**src/sv/cswf_pkg.sv**
```systemverilog
// Package for the counting semaphore with a FIFO wait queue.
// Holds the request/result types, command and event codes and the sequencer states.
// No dependencies.
`timescale 1ns / 1ps
`default_nettype none

package cswf_pkg;

    localparam int QUEUE_DEPTH_DEF = 16;
    localparam int TID_W           = 8;
    localparam int COUNT_W         = 16;
    localparam int INIT_W          = 15;

    localparam logic [1:0] CMD_DOWN    = 2'd0;
    localparam logic [1:0] CMD_UP      = 2'd1;
    localparam logic [1:0] CMD_DESTROY = 2'd2;

    localparam logic [2:0] EV_GRANTED  = 3'd0;
    localparam logic [2:0] EV_BLOCKED  = 3'd1;
    localparam logic [2:0] EV_WOKEN    = 3'd2;
    localparam logic [2:0] EV_NONE     = 3'd3;
    localparam logic [2:0] EV_QFULL    = 3'd4;
    localparam logic [2:0] EV_RELEASED = 3'd5;

    localparam logic signed [COUNT_W-1:0] COUNT_MIN = {1'b1, {(COUNT_W-1){1'b0}}};
    localparam logic signed [COUNT_W-1:0] COUNT_MAX = {1'b0, {(COUNT_W-1){1'b1}}};

    typedef struct packed {
        logic [1:0]       cmd;
        logic [TID_W-1:0] task_id;
    } t_sem_req;

    typedef struct packed {
        logic [2:0]                 event_res;
        logic [TID_W-1:0]           woken_task;
        logic signed [COUNT_W-1:0]  count_now;
        logic                       last;
    } t_sem_res;

    typedef enum logic [1:0] {
        ST_IDLE,
        ST_UP_RD,
        ST_DRAIN
    } t_state_e;

endpackage

`default_nettype wire

```
**src/sv/cswf_wait_mem.sv**
```systemverilog
// Wait-queue storage: single write port, single read port, registered read data.
// Depends on cswf_pkg for the task id width.
`timescale 1ns / 1ps
`default_nettype none

module cswf_wait_mem #(
    parameter int QUEUE_DEPTH = cswf_pkg::QUEUE_DEPTH_DEF,
    parameter int PTR_W       = 4
) (
    input  wire                        i_clk,
    input  wire                        i_wr_en,
    input  wire  [PTR_W-1:0]           i_wr_addr,
    input  wire  [cswf_pkg::TID_W-1:0] i_wr_data,
    input  wire                        i_rd_en,
    input  wire  [PTR_W-1:0]           i_rd_addr,
    output logic [cswf_pkg::TID_W-1:0] o_rd_data
);
    import cswf_pkg::*;

    logic [TID_W-1:0] r_mem [QUEUE_DEPTH];

    always_ff @(posedge i_clk) begin
        if (i_wr_en) begin
            r_mem[i_wr_addr] <= i_wr_data;
        end
    end

    always_ff @(posedge i_clk) begin
        if (i_rd_en) begin
            o_rd_data <= r_mem[i_rd_addr];
        end
    end

endmodule

`default_nettype wire

```
**src/sv/counting_semaphore_wait_fifo_unit.sv**
```systemverilog
// Counting semaphore with a FIFO wait queue: count register, sequencer, wait-queue memory.
// Depends on cswf_pkg and cswf_wait_mem.
//
// A command is taken when i_start is high and o_busy is low. Down, a non-waking up and a
// destroy with an empty queue keep the block idle, and the next command can follow at once.
// An up that wakes a waiter goes busy in ST_UP_RD for the registered wait-queue read.
// A destroy with waiters goes busy in ST_DRAIN: the drain reads one queue entry per cycle and
// gives one released result per cycle, the final one marked by last. Each result is shown on
// o_res for a single cycle with o_res_valid high; the receiver cannot stall the block.
// i_cfg_data loads the initial count, taken at reset (as 0) and on every destroy.
`timescale 1ns / 1ps
`default_nettype none

module counting_semaphore_wait_fifo_unit #(
    parameter int QUEUE_DEPTH = cswf_pkg::QUEUE_DEPTH_DEF
) (
    input  wire                         i_clk,
    input  wire                         i_rst_n,
    input  wire                         i_start,
    input  wire  cswf_pkg::t_sem_req    i_req,
    output logic                        o_busy,
    output logic                        o_res_valid,
    output cswf_pkg::t_sem_res          o_res,
    input  wire                         i_cfg_valid,
    output logic                        o_cfg_ready,
    input  wire  [cswf_pkg::INIT_W-1:0] i_cfg_data
);
    import cswf_pkg::*;

    localparam int PTR_W  = (QUEUE_DEPTH > 1) ? $clog2(QUEUE_DEPTH) : 1;
    localparam int WAIT_W = $clog2(QUEUE_DEPTH + 1);
    localparam logic [PTR_W-1:0]  PTR_LAST = PTR_W'(QUEUE_DEPTH - 1);
    localparam logic [WAIT_W-1:0] WAIT_FULL = WAIT_W'(QUEUE_DEPTH);

    t_state_e                   r_state, n_state;
    logic signed [COUNT_W-1:0]  r_count, n_count;
    logic [INIT_W-1:0]          r_init;
    logic [PTR_W-1:0]           r_head, n_head;
    logic [PTR_W-1:0]           r_tail, n_tail;
    logic [WAIT_W-1:0]          r_waiting, n_waiting;
    logic                       r_res_valid, n_res_valid;
    t_sem_res                   r_res, n_res;

    logic                       w_accept;
    logic signed [COUNT_W-1:0]  w_dec, w_inc, w_init;
    logic                       w_full, w_empty, w_up_wake;
    logic [PTR_W-1:0]           w_head_nx, w_tail_nx;
    logic                       w_wr_en, w_rd_en;
    logic [TID_W-1:0]           w_rd_data;

    assign o_busy      = (r_state != ST_IDLE);
    // no initial-count write in the cycle a command is taken
    assign o_cfg_ready = (r_state == ST_IDLE) && !i_start;
    assign o_res_valid = r_res_valid;
    assign o_res       = r_res;

    assign w_accept  = i_start && (r_state == ST_IDLE);
    assign w_dec     = (r_count == COUNT_MIN) ? r_count : r_count - 1'b1;
    assign w_inc     = (r_count == COUNT_MAX) ? r_count : r_count + 1'b1;
    assign w_init    = COUNT_W'({1'b0, r_init});
    assign w_full    = (r_waiting == WAIT_FULL);
    assign w_empty   = (r_waiting == '0);
    // up wakes the head waiter only while the count stays at or below zero
    assign w_up_wake = !w_empty && (w_inc[COUNT_W-1] || (w_inc == '0));
    assign w_head_nx = (r_head == PTR_LAST) ? '0 : r_head + 1'b1;
    assign w_tail_nx = (r_tail == PTR_LAST) ? '0 : r_tail + 1'b1;

    // A down writes the tail and any later read of that entry comes in a later command or
    // drain step, so the read and write ports never touch the same entry in one cycle.
    cswf_wait_mem #(
        .QUEUE_DEPTH (QUEUE_DEPTH),
        .PTR_W       (PTR_W)
    ) u_wait_mem (
        .i_clk     (i_clk),
        .i_wr_en   (w_wr_en),
        .i_wr_addr (r_tail),
        .i_wr_data (i_req.task_id),
        .i_rd_en   (w_rd_en),
        .i_rd_addr (r_head),
        .o_rd_data (w_rd_data)
    );

    // next state
    always_comb begin
        n_state = r_state;
        unique case (r_state)
            ST_IDLE: begin
                if (w_accept) begin
                    if (i_req.cmd == CMD_UP && w_up_wake) begin
                        n_state = ST_UP_RD;
                    end else if (i_req.cmd == CMD_DESTROY && !w_empty) begin
                        n_state = ST_DRAIN;
                    end
                end
            end
            ST_UP_RD: n_state = ST_IDLE;
            ST_DRAIN: begin
                if (w_empty) begin
                    n_state = ST_IDLE;
                end
            end
            default: n_state = ST_IDLE;
        endcase
    end

    // datapath and memory control
    always_comb begin
        n_count     = r_count;
        n_head      = r_head;
        n_tail      = r_tail;
        n_waiting   = r_waiting;
        n_res_valid = 1'b0;
        n_res       = r_res;
        w_wr_en     = 1'b0;
        w_rd_en     = 1'b0;
        unique case (r_state)
            ST_IDLE: begin
                if (w_accept) begin
                    n_res.woken_task = '0;
                    n_res.last       = 1'b1;
                    unique case (i_req.cmd)
                        CMD_DOWN: begin
                            n_res_valid = 1'b1;
                            if (w_full) begin
                                n_res.event_res = EV_QFULL;
                                n_res.count_now = r_count;
                            end else begin
                                n_count         = w_dec;
                                n_res.count_now = w_dec;
                                if (w_dec[COUNT_W-1]) begin
                                    w_wr_en         = 1'b1;
                                    n_tail          = w_tail_nx;
                                    n_waiting       = r_waiting + 1'b1;
                                    n_res.event_res = EV_BLOCKED;
                                end else begin
                                    n_res.event_res = EV_GRANTED;
                                end
                            end
                        end
                        CMD_UP: begin
                            n_count = w_inc;
                            if (w_up_wake) begin
                                w_rd_en   = 1'b1;
                                n_head    = w_head_nx;
                                n_waiting = r_waiting - 1'b1;
                            end else begin
                                n_res_valid     = 1'b1;
                                n_res.event_res = EV_NONE;
                                n_res.count_now = w_inc;
                            end
                        end
                        CMD_DESTROY: begin
                            n_count = w_init;
                            if (w_empty) begin
                                n_res_valid     = 1'b1;
                                n_res.event_res = EV_NONE;
                                n_res.count_now = w_init;
                            end else begin
                                w_rd_en   = 1'b1;
                                n_head    = w_head_nx;
                                n_waiting = r_waiting - 1'b1;
                            end
                        end
                        default: begin
                            // unused command: no result, no state change
                        end
                    endcase
                end
            end
            ST_UP_RD: begin
                n_res_valid      = 1'b1;
                n_res.event_res  = EV_WOKEN;
                n_res.woken_task = w_rd_data;
                n_res.count_now  = r_count;
                n_res.last       = 1'b1;
            end
            ST_DRAIN: begin
                n_res_valid      = 1'b1;
                n_res.event_res  = EV_RELEASED;
                n_res.woken_task = w_rd_data;
                n_res.count_now  = r_count;
                n_res.last       = w_empty;
                if (w_empty) begin
                    n_head = '0;
                    n_tail = '0;
                end else begin
                    w_rd_en   = 1'b1;
                    n_head    = w_head_nx;
                    n_waiting = r_waiting - 1'b1;
                end
            end
            default: begin
            end
        endcase
    end

    always_ff @(posedge i_clk) begin
        if (!i_rst_n) begin
            r_state     <= ST_IDLE;
            r_count     <= '0;
            r_init      <= '0;
            r_head      <= '0;
            r_tail      <= '0;
            r_waiting   <= '0;
            r_res_valid <= 1'b0;
        end else begin
            r_state     <= n_state;
            r_count     <= n_count;
            r_head      <= n_head;
            r_tail      <= n_tail;
            r_waiting   <= n_waiting;
            r_res_valid <= n_res_valid;
            if (i_cfg_valid && o_cfg_ready) begin
                r_init <= i_cfg_data;
            end
        end
    end

    always_ff @(posedge i_clk) begin
        r_res <= n_res;
    end

    a_wait_bound: assert property (@(posedge i_clk) disable iff (!i_rst_n)
        r_waiting <= WAIT_FULL)
        else $error("wait count exceeds queue depth");

    a_empty_ptrs: assert property (@(posedge i_clk) disable iff (!i_rst_n)
        (r_state == ST_IDLE && r_waiting == '0) |-> (r_head == r_tail))
        else $error("empty queue with head and tail apart");

    a_drain_emits: assert property (@(posedge i_clk) disable iff (!i_rst_n)
        (r_state == ST_DRAIN || r_state == ST_UP_RD) |=> o_res_valid)
        else $error("read cycle produced no result");

    a_not_last: assert property (@(posedge i_clk) disable iff (!i_rst_n)
        (o_res_valid && !o_res.last) |-> (r_state == ST_DRAIN))
        else $error("non-final result outside a drain");

endmodule

`default_nettype wire
```
**config.mk**
```make
export PLATFORM = sky130hd
export DESIGN_NAME = counting_semaphore_wait_fifo_unit
export DESIGN_NICKNAME = d
export VERILOG_FILES = /design/src/sv/cswf_pkg.sv /design/src/sv/cswf_wait_mem.sv /design/src/sv/counting_semaphore_wait_fifo_unit.sv
export SDC_FILE = /design/constraint.sdc
export NUM_CORES = 1
export LEC_CHECK = 0
export ABC_AREA = 1
export BUFFER_PORTS_ARGS = -buffer_cell sky130_fd_sc_hd__buf_4
export CORE_MARGIN = 5
export CORE_UTILIZATION = 61
export CTS_CLUSTER_SIZE = 14
export DETAILED_ROUTE_END_ITERATION = 8
export PLACE_DENSITY_LB_ADDON = 0.15
export SLEW_MARGIN = 30
export SYNTH_ARGS = -nofsm -noshare
export SYNTH_HDL_FRONTEND = slang
export SYNTH_SLANG_ARGS = --single-unit
export TNS_END_PERCENT = 1
```
**constraint.sdc**
```tcl
create_clock -name i_clk -period 3.6 [get_ports i_clk]
set_input_delay 0.54 -clock i_clk [delete_from_list [all_inputs] [get_ports i_clk]]
set_output_delay 0.54 -clock i_clk [all_outputs]
set_load 0.05 [all_outputs]
```
# Yosys cells after proc, flatten, opt, wreduce, memory -nomap -nowiden
# Memories as Yosys holds them, arrays and structs flattened. A register that Yosys moved wholly into a read port is not among the register bits.
# Index checks and enable logic that the tools add are counted.
# W data, S select, Z words.
dict set report classes {
  add_sub_neg 6
  eq_ne 23
  mux 57
  reduce_logical 25
}
# operator n
set ops {}
lappend ops {{$pmux W16 S3} 2}
lappend ops {{$pmux W28 S3} 1}
lappend ops {{$mux W16} 5}
lappend ops {{$mux W4} 11}
lappend ops {{$eq A16 B16 Y1 const B} 2}
lappend ops {{$mux W28} 1}
lappend ops {{$mux W5} 5}
lappend ops {{$pmux W4 S2} 3}
lappend ops {{$ne A3 B3 Y1 const B} 6}
lappend ops {{$add A16 B1 Y16 const B} 1}
lappend ops {{$logic_not A16 Y1} 1}
lappend ops {{$sub A16 B1 Y16 const B} 1}
lappend ops {{$pmux W5 S3} 1}
lappend ops {{$mux W1} 14}
lappend ops {{$reduce_and A6 Y1} 2}
lappend ops {{$pmux W5 S2} 1}
lappend ops {{$reduce_and A5 Y1} 2}
lappend ops {{$mux W3} 3}
lappend ops {{$pmux W3 S3} 1}
lappend ops {{$add A4 B1 Y4 const B} 2}
lappend ops {{$eq A4 B4 Y1 const B} 2}
lappend ops {{$mux W2} 4}
lappend ops {{$ne A2 B2 Y1 const B} 4}
lappend ops {{$logic_and A1 B1 Y1} 6}
lappend ops {{20 further kinds} 30}
dict set report totals {
  register_bits 75
  ramBits 128
  in_bits 29
  out_inout_bits 31
  word_cells 123
  memories 1
}
# memory depth width read_ports rd_clocked_by_memory_dff write_ports line
set memory_table {}
lappend memory_table {u_wait_mem.r_mem 16 8 1 1 1 cswf_wait_mem.sv:20} ;# logic [TID_W-1:0] r_mem [QUEUE_DEPTH];

# Logic depth before layout (Yosys ltp)
# Gate-level depths: netlist (run 1).
dict set report logic_depth {
  depth_word 9
  depth_mapped 18
  ltp_nobuf 18
}

# Cells and area by module
# Synthesis (run 1) repeated with hierarchy kept, for this count alone.
dict set report unflattened {
  hier_cells 1214
  area_unflattened_um2 10530.1
}
# mod instances cells_each area_per_inst_um2 seq_area_each_um2
set by_module_without_submodules {}
lappend by_module_without_submodules {cswf_wait_mem 1 551 5846.9 4083.9}
lappend by_module_without_submodules {counting_semaphore_wait_fifo_unit 1 663 4683.2 1781.7}

# Worst setup path before layout (run 1)
# Ideal clock, no wire load.
dict set report synth_timing {
  path_type {reg2reg}
  start {register r_state[0]}
  end {register r_res (netlist bit o_res[10]) (enable)}
  setup_ps 374
  arrival_time_ps 2905
  slack_ps 321
  path_stages_with_launch 10
  path_buffers 2
  synth_period_minus_slack_ps 3279
  cell_sequence {dfxtp_1 > inv_1 > ha_1 > buf_2 > inv_1 > nor2_1 > clkbuf_1 > nor2_1 > nand3_1 > inv_1}
}
dict set report synth_via {
  elab_chain_cells 4
  word_cells_on_any_way 10
  classes_between {eq/ne: 6; reduce/logical: 4}
}
# item line
set synth_lines {}
lappend synth_lines {{start, declared} counting_semaphore_wait_fifo_unit.sv:35} ;# t_state_e r_state, n_state;
lappend synth_lines {{start signal, assigned} counting_semaphore_wait_fifo_unit.sv:207} ;# r_state <= n_state;
lappend synth_lines {{$logic_not A2 Y1} {counting_semaphore_wait_fifo_unit.sv:57, counting_semaphore_wait_fifo_unit.sv:116}}
lappend synth_lines {{$logic_and A1 B1 Y1} counting_semaphore_wait_fifo_unit.sv:57} ;# assign w_accept = i_start && (r_state == ST_IDLE);
lappend synth_lines {{$ne A2 B2 Y1 (no line)} -}
lappend synth_lines {{$reduce_and A5 Y1 (no line) *} -}
lappend synth_lines {{end signal, assigned} counting_semaphore_wait_fifo_unit.sv:220} ;# r_res <= n_res;
lappend synth_lines {{end, declared} counting_semaphore_wait_fifo_unit.sv:42} ;# t_sem_res r_res, n_res;
# Mark *: on every way between the ends. The rest lies on a longest branch, timed or not.
# A chain may end at the register's enable or synchronous reset.

# Worst setup path in the final report (run 1)
dict set report layout_timing {
  start {register r_state[0]}
  end {output port o_cfg_ready}
}
dict set report layout_via {
  elab_chain_cells 2
}
# item line
set layout_lines {}
lappend layout_lines {{$logic_not A2 Y1} counting_semaphore_wait_fifo_unit.sv:53} ;# assign o_cfg_ready = (r_state == ST_IDLE) && !i_start;
lappend layout_lines {{$logic_and A1 B1 Y1} counting_semaphore_wait_fifo_unit.sv:53}
lappend layout_lines {{end, declared} counting_semaphore_wait_fifo_unit.sv:25} ;# output logic o_cfg_ready,
# Every way passes these cells.

==> results of run 1 <==
[worst max-delay path: cells and delay by family, from the launching register on]
family        cells  cell delay [ps]
buf+inv           4              830
simple gates      1              420
flops             1              340
fa+ha+maj         1              480
[power breakdown]
part	switching [mW]	total (mW)	internal, mW
Clock	0.914	2.17	1.25
Sequential	0.184	3.08	2.90
Combinational	1.81	2.54	0.728
[registers in the layout (all words and copies together), names as in the netlist, 2 cells and up]
| signal | cells |
|---|---|
| r_tail | 4 |
| u_wait_mem.o_rd_data | 8 |
| o_res | 28 |
| r_head | 4 |
| r_init | 15 |
| r_waiting | 5 |
| r_state | 2 |
| r_count | 16 |
| u_wait_mem.r_mem | 128 |
[worst min path at each step]
stage,to,slack [ps],startpoint,cells past startpoint
3_3_place_gp,r_init[5],450,r_init[5],2
2_1_floorplan,r_init[1],430,r_init[1],2
3_5_place_dp,r_init[5],470,r_init[5],2
6_report,r_init[6],300,i_cfg_data[6],3
5_1_grt,r_init[6],300,i_cfg_data[6],3
4_1_cts,r_init[6],290,i_cfg_data[6],3
[cell families (layout without fill, tap and decap cells)]
| group | count (synthesis) | after routing | share of synthesized area |
|---|---|---|---|
| compound gates | 248 | 248 | 0.1423 |
| xor+xnor | 12 | 12 | 0.01032 |
| fa+ha+maj | 17 | 17 | 0.02089 |
| buf+inv | 155 | 220 | 0.06059 |
| flops | 211 | 211 | 0.5761 |
| simple gates | 426 | 426 | 0.1898 |
[Yosys cell counts (all sizes together) (2+ instances only)]
library cell  instances
dfxtp                47
nor2                152
nor4                  2
nor3                 11
nand4                12
o22ai                10
o21ai               129
clkbuf               36
ha                   17
inv                 102
xor2                 11
nand2               175
o221ai               30
a2bb2oi               3
buf                  11
nand3                71
edfxtp              164
a22oi                 3
o211ai               12
clkinv                6
a31oi                 2
a21oi                54
[stage by stage]
step / cells / hold slack [ps]
2_1_floorplan: 1069 / 429.8
3_3_place_gp: 1314 / 449.6
3_5_place_dp: 1314 / 466.3
4_1_cts: 1354 / 289.9
5_1_grt: 1354 / 303.8
6_report: 1354 / 299.9
[cell usage in the layout, fill, tap and decap left out, drive strengths merged, types with 2 or more instances in the layout]
cell,n
clkbuf,32
clkinv,12
o211ai,12
nand2,175
o21ai,129
ha,17
buf,72
nor4,2
nor3,11
nand3,71
edfxtp,164
o221ai,30
o22ai,10
a22oi,3
a21oi,54
nor2,152
nand4,12
dfxtp,47
inv,102
xor2,11
a2bb2oi,3
a31oi,2
[routing by layer]
layer | vias to the layer above | GRT usage | wire length (um)
li1 | 3818 | - | -
met1 | 3767 | 0.4111 | 11400
met2 | 524 | 0.4096 | 11800
met3 | 55 | 0.05793 | 3183
met4 | 0 | 0.06952 | 606
met5 | - | 0 | 0
[cell type report]
class | instances | area, sq um | area share
flip-flops and latches | 211 | 5867 | 0.5108
repair buffers | 72 | 540.5 | 0.04706
well taps | 220 | 275.3 | 0.02397
inverters | 108 | 407.9 | 0.03551
clock buffers | 32 | 608.1 | 0.05294
multi-input cells | 703 | 3699 | 0.3220
clock inverters | 8 | 88.84 | 0.007734
==> run summary, run 1 <==
* **Final Max Tran Viols** 0
* **top-level I/O count** 60
* **biggest cell delay along the critical path** 480 ps
* **Lkg Pwr** 4.480 nW
* **setup clock skew after layout** 27.53 ps
* **arrival time worst endpoint** 2570 ps
* **Crit. End Element** output port
* **vias in the first global route** 7545
* **Total Die Area** 19370 sq um
* **gr ovfl total** 0
* **Synth Area per Inst** 9.524 sq um
* **cells resized by post-CTS repair** 0
* **maximum fanout along the worst path** 13
* **Initial Utilization** 0.6183
* **Final Hold Violating Endpoints** 0
* **achievable frequency** 321.5 MHz
* **count of warnings emitted by yosys** 0
* **post-synth design cell area** 10180 sq um
* **number of buffers inserted to repair setup after CTS** 0
* **final setup violating endpoints** 0
* **final core area utilization** 0.6976
* **dpl hpwl** 18470 um
* **area fraction of the dominant cell type after synthesis** 0.4837
* **worst-case setup slack after placement** 544.8 ps
* **IO buf count** 59
* **number of buffers inserted during clock tree synthesis** 22
* **Syn Nets** 1115
* **final sum of negative setup slack** 0 ps
* **routed length per placed instance** 19.93 um
* **Setup CP Type** register to output port
* **DRT Wirelength** 26980 um
* **cells along the critical path** inv_1, ha_1, inv_1, nor2_1, buf_4, buf_4
* **overall track demand over capacity in global routing** 0.2735
* **# nets final** 1164
* **number of clock sinks** 211
* **CTS root buf** sky130_fd_sc_hd__clkbuf_16
* **Post-DRT Antenna Nets** 0
* **type of element launching the critical path** register
* **power after layout** 7.790 mW
* **asr flop ratio synth** 0
* **unrepaired setup endpoints after global routing** false
* **number of antenna violations at the first check in global routing** 0
* **source of the critical timing path** r_state[0]
* **slack of the worst reg-to-reg path** 510 ps
* **die height** 139.2 um
* **Reg-to-Reg Start** r_count[0]
* **Synth area leader** sky130_fd_sc_hd__edfxtp_1
* **FF-to-FF End** u_wait_mem.r_mem[3][4]
* **global-route wire length before repair** 41750 um
* **destination of the critical timing path** o_cfg_ready
* **cell count of the worst reg-to-reg path** 12
* **summed area of non-filler cells in the final layout** 11490 sq um
* **Power Density** 678.2 nW/um^2
* **Gate Count Post-Synth** 1069
* **clock tree from TritonCTS** built
* **data required time at the worst endpoint** 3060 ps
* **result of the run** finished, final reports clean
* **clock latency of the later-clocked register in the worst-skew pair** 520 ps
* **number of maximum-capacitance violations** 0
* **Least-Margin Pin Slew** 896.7 ps
* **Synth cell types** 45
* **via/cell ratio** 6.030
* **standard cell area after detailed placement** 10790 sq um
* **peak supply drop** 0.0005010 V
* **part of the cycle the worst path needs** 0.8640
* **iteration-0 DRC count of the detailed router** 1100
* **final setup slack of the worst path** 489.4 ps
* **Critical Path Slowest Stage Cell** sky130_fd_sc_hd__ha_1
* **register bit count reported by yosys** 211
* **number of design rule violations left after detail routing** 0
* **Final GP Congestion** 0.9990
* **largest net degree at the start of global routing** 67
* **H-tree depth** 1
* **Std-Cell Core Area** 16470 sq um
* **min cycle time layout** 3111 ps
* **number of detailed-route iterations in the first pass** 6
* **cell types with the largest area share after synthesis** sky130_fd_sc_hd__edfxtp_1 48%, sky130_fd_sc_hd__dfxtp_1 9.2%, sky130_fd_sc_hd__o21ai_0 6.1%, sky130_fd_sc_hd__nand2_1 6.0%, sky130_fd_sc_hd__nor2_1 5.0%
* **Longest Clk Path Bufs** 3
* **fraction of the yosys area taken by sequential cells** 0.5761
* **area delta synth->final** 12.82%
* **number of enable-type register cells in the synthesized netlist** 164
* **kind of path behind the tightest hold check** input pin to register
* **layout cells sized above 1** 0.1305
* **die boundary width** 139.2 um
* **number of filler instances in the final layout** 1273
* **top_reg_cell synth** sky130_fd_sc_hd__edfxtp_1
* **tightest slew margin relative to the limit** 0.4015
* **row count** 47
* **total via count in the routed design** 8164
* **count of inserted antenna diode cells** 0
* **Post-CTS Hold Fix Bufs** 0
* **clock slew at the register clock pins of the worst setup and hold paths** 60 ps
No activity file was read; power rests on OpenSTA's default activity.
==> run 2: changes to the inputs <==
- ABC_AREA: 1 -> default
==> run summary, run 2 <==
* **global-route wire length before repair** 41280 um, -1.1%
* **Final GP Congestion** 0.9224, -7.7%
* **Final Hold Violating Endpoints** 0, unchanged
* **CTS root buf** sky130_fd_sc_hd__clkbuf_16
* **Final Max Tran Viols** 0, unchanged
* **top-level I/O count** 60, unchanged
* **layout cells sized above 1** 0.2337, +0.1032
* **clock slew at the register clock pins of the worst setup and hold paths** 70 ps, about the same
* **Synth cell types** 82, +82%
* **count of inserted antenna diode cells** 0, unchanged
* **Synth Area per Inst** 12.45 sq um, +31%
* **number of design rule violations left after detail routing** 0, unchanged
* **maximum fanout along the worst path** 9, -4
* **tightest slew margin relative to the limit** 0.5002, +0.09870
* **die height** 138.0 um, -0.83%
* **Crit. End Element** register
* **data required time at the worst endpoint** 3820 ps, +760 ps
* **setup clock skew after layout** 19.25 ps, -8.282 ps
* **type of element launching the critical path** register
* **# nets final** 920, -21%
* **number of enable-type register cells in the synthesized netlist** 164, unchanged
* **number of maximum-capacitance violations** 0, unchanged
* **top_reg_cell synth** sky130_fd_sc_hd__edfxtp_1
* **Syn Nets** 849, -24%
* **number of antenna violations at the first check in global routing** 0, unchanged
* **Initial Utilization** 0.6250, +0.006648
* **flip-flop count of the largest register, all copies and words added** 128, unchanged
* **via/cell ratio** 6.590, +9.3%
* **kind of path behind the tightest hold check** input pin to register
* **arrival time worst endpoint** 3660 ps, +1090 ps
* **final sum of negative setup slack** 0 ps, unchanged
* **clock tree from TritonCTS** built
* **area delta synth->final** 16.08%
* **Longest Clk Path Bufs** 3, unchanged
* **vias in the first global route** 6967, -7.7%
* **final setup slack of the worst path** 156.7 ps, -332.8 ps
* **final setup violating endpoints** 0, unchanged
* **Power Density** 505.7 nW/um^2, -25%
* **dpl hpwl** 18270 um, -1.1%
* **number of buffers inserted during clock tree synthesis** 22, unchanged
* **unrepaired setup endpoints after global routing** false
* **clock latency of the later-clocked register in the worst-skew pair** 510 ps, about the same
* **number of clock sinks** 211, unchanged
* **largest net degree at the start of global routing** 33, -51%
* **Least-Margin Pin Slew** 748.6 ps, -148.1 ps
* **row count** 46, -2.1%
* **count of warnings emitted by yosys** 0, unchanged
* **total via count in the routed design** 7288, -11%
* **Std-Cell Core Area** 16000 sq um, -2.8%
* **worst-case setup slack after placement** 119.3 ps, -425.5 ps
* **overall track demand over capacity in global routing** 0.2756, +0.002038
* **DRT Wirelength** 26520 um, -1.7%
* **peak supply drop** 0.0005013 V, about the same
* **min cycle time layout** 3443 ps, +332.8 ps
* **most frequently used cell type in the post-synthesis netlist** sky130_fd_sc_hd__edfxtp_1
* **post-synth design cell area** 10000 sq um, -1.8%
* **IO buf count** 59, unchanged
* **routed length per placed instance** 23.98 um, +20%
* **Synth area leader** sky130_fd_sc_hd__edfxtp_1
* **Post-DRT Antenna Nets** 0, unchanged
* **die boundary width** 138.0 um, -0.83%
* **H-tree depth** 1, unchanged
* **Post-CTS Hold Fix Bufs** 0, unchanged
* **result of the run** finished, final reports clean
* **synth cell count leaders** 164 x sky130_fd_sc_hd__edfxtp_1, 96 x sky130_fd_sc_hd__nand2_1, 47 x sky130_fd_sc_hd__dfxtp_1
* **leading cell type in the layout, fill and taps excluded** sky130_fd_sc_hd__edfxtp_1
* **Total Die Area** 19050 sq um, -1.7%
* **asr flop ratio synth** 0, unchanged
* **top register by number of flip-flops** u_wait_mem.r_mem
* **cell types with the largest area share after synthesis** sky130_fd_sc_hd__edfxtp_1 49%, sky130_fd_sc_hd__dfxtp_1 9.4%, sky130_fd_sc_hd__mux4_2 9.0%, sky130_fd_sc_hd__nand2_1 3.6%, sky130_fd_sc_hd__a21oi_1 2.2%
* **Setup CP Type** register to register
* **area fraction of the dominant cell type after synthesis** 0.4925, +0.008776
* **gr ovfl total** 0, unchanged
* **Lkg Pwr** 3.986 nW, -11%
* **commonest non-fill, non-tap cells in the layout** 164 x sky130_fd_sc_hd__edfxtp_1, 105 x sky130_fd_sc_hd__buf_4, 96 x sky130_fd_sc_hd__nand2_1, 44 x sky130_fd_sc_hd__a21oi_1, 44 x sky130_fd_sc_hd__dfxtp_1
* **part of the cycle the worst path needs** 0.9565, +0.09244
* **fraction of the yosys area taken by sequential cells** 0.5866, +0.01045
* **register bit count reported by yosys** 211, unchanged
* **number of detailed-route iterations in the first pass** 5, -1
* **Gate Count Post-Synth** 803, -25%
* **achievable frequency** 290.4 MHz, -9.7%
* **iteration-0 DRC count of the detailed router** 976, -11%
-- run 2: cell types whose count changed in the layout (fill, tap and decap cells not counted), moves of 40 or more --
cell                      delta
sky130_fd_sc_hd__inv_1      -84
sky130_fd_sc_hd__mux4_2     +40
sky130_fd_sc_hd__nand2_1    -68
sky130_fd_sc_hd__nand3_1    -41
sky130_fd_sc_hd__nor2_1     -92
sky130_fd_sc_hd__o21ai_0    -83
-- run 2: cell type report --
type / instances / area, sq um
fill: 1090 / 4393
timing repair buffer: 107 / 828.3
inverter: 18 / 67.56
multi-input combinational: 514 / 3840
tap: 216 / 270.3
clock inverter: 11 / 133.9
clock buffer: 29 / 598.1
sequential: 211 / 5869
-- run 2: logic make-up after synthesis --
logic type / after synthesis / share of synthesized area
buffers and inverters: 78 / 0.03041
adder cells (fa/ha/maj): 17 / 0.02127
AO/OA/AOI/OAI: 167 / 0.1141
multiplexers: 49 / 0.09910
flip-flops: 211 / 0.5866
AND/OR/NAND/NOR: 263 / 0.1328
XOR/XNOR: 18 / 0.01577
-- run 2: routing by layer --
| layer | up-vias | global-route usage | wire [um] |
|---|---|---|---|
| met5 | - | 0 | 0 |
| met4 | 0 | 0.05876 | 570 |
| met3 | 47 | 0.05552 | 3018 |
| met2 | 459 | 0.4211 | 12250 |
| met1 | 3570 | 0.4157 | 10690 |
| li1 | 3212 | - | - |
-- run 2: timing repair --
item                       4_1_cts  5_1_grt
setup buffers                    0        0
setup endpoints to repair        0       27
gates resized for setup          0        4
-- run 2: per-stage QoR --
stage / util / cells / hold WS (ps) / total power [mW] / area, sq um
3_5_place_dp: 0.6793 / 1066 / 451.1 / 3.605 / 10870
3_3_place_gp: 0.6793 / 1066 / 446.5 / 3.588 / 10870
2_1_floorplan: - / 803 / 436.0 / 3.335 / 10010
4_1_cts: 0.7251 / 1106 / 275.5 / 5.878 / 11600
6_report: 0.7254 / 1106 / 284.9 / 5.870 / 11610
5_1_grt: 0.7254 / 1106 / 284.0 / 6.074 / 11610
-- run 2: critical path, stage by stage, from the launching register on --
cell                        delay, ps
sky130_fd_sc_hd__dfxtp_1          450
sky130_fd_sc_hd__ha_2             300
sky130_fd_sc_hd__nand3_2          190
sky130_fd_sc_hd__or4_1            640
sky130_fd_sc_hd__a211oi_2         270
sky130_fd_sc_hd__o2bb2a_1         160
sky130_fd_sc_hd__or4b_4           530
sky130_fd_sc_hd__a21oi_4          230
sky130_fd_sc_hd__a2bb2oi_2        230
sky130_fd_sc_hd__buf_12           160
-- run 2: power by group --
group / internal (mW) / switching [mW] / total [mW]
Sequential: 2.70 / 0.0660 / 2.77
Combinational: 0.293 / 0.512 / 0.805
Clock: 1.39 / 0.908 / 2.30
-- run 2: final timing paths --
kind                  from                      end  slack [ps]  depth (start not counted)
max             r_count[1]  u_wait_mem.o_rd_data[2]         160                          9
min          i_cfg_data[4]                r_init[4]         280                          3
max reg2reg     r_count[1]  u_wait_mem.o_rd_data[2]         160                          9
min reg2reg      r_init[6]                r_init[6]         460                          2
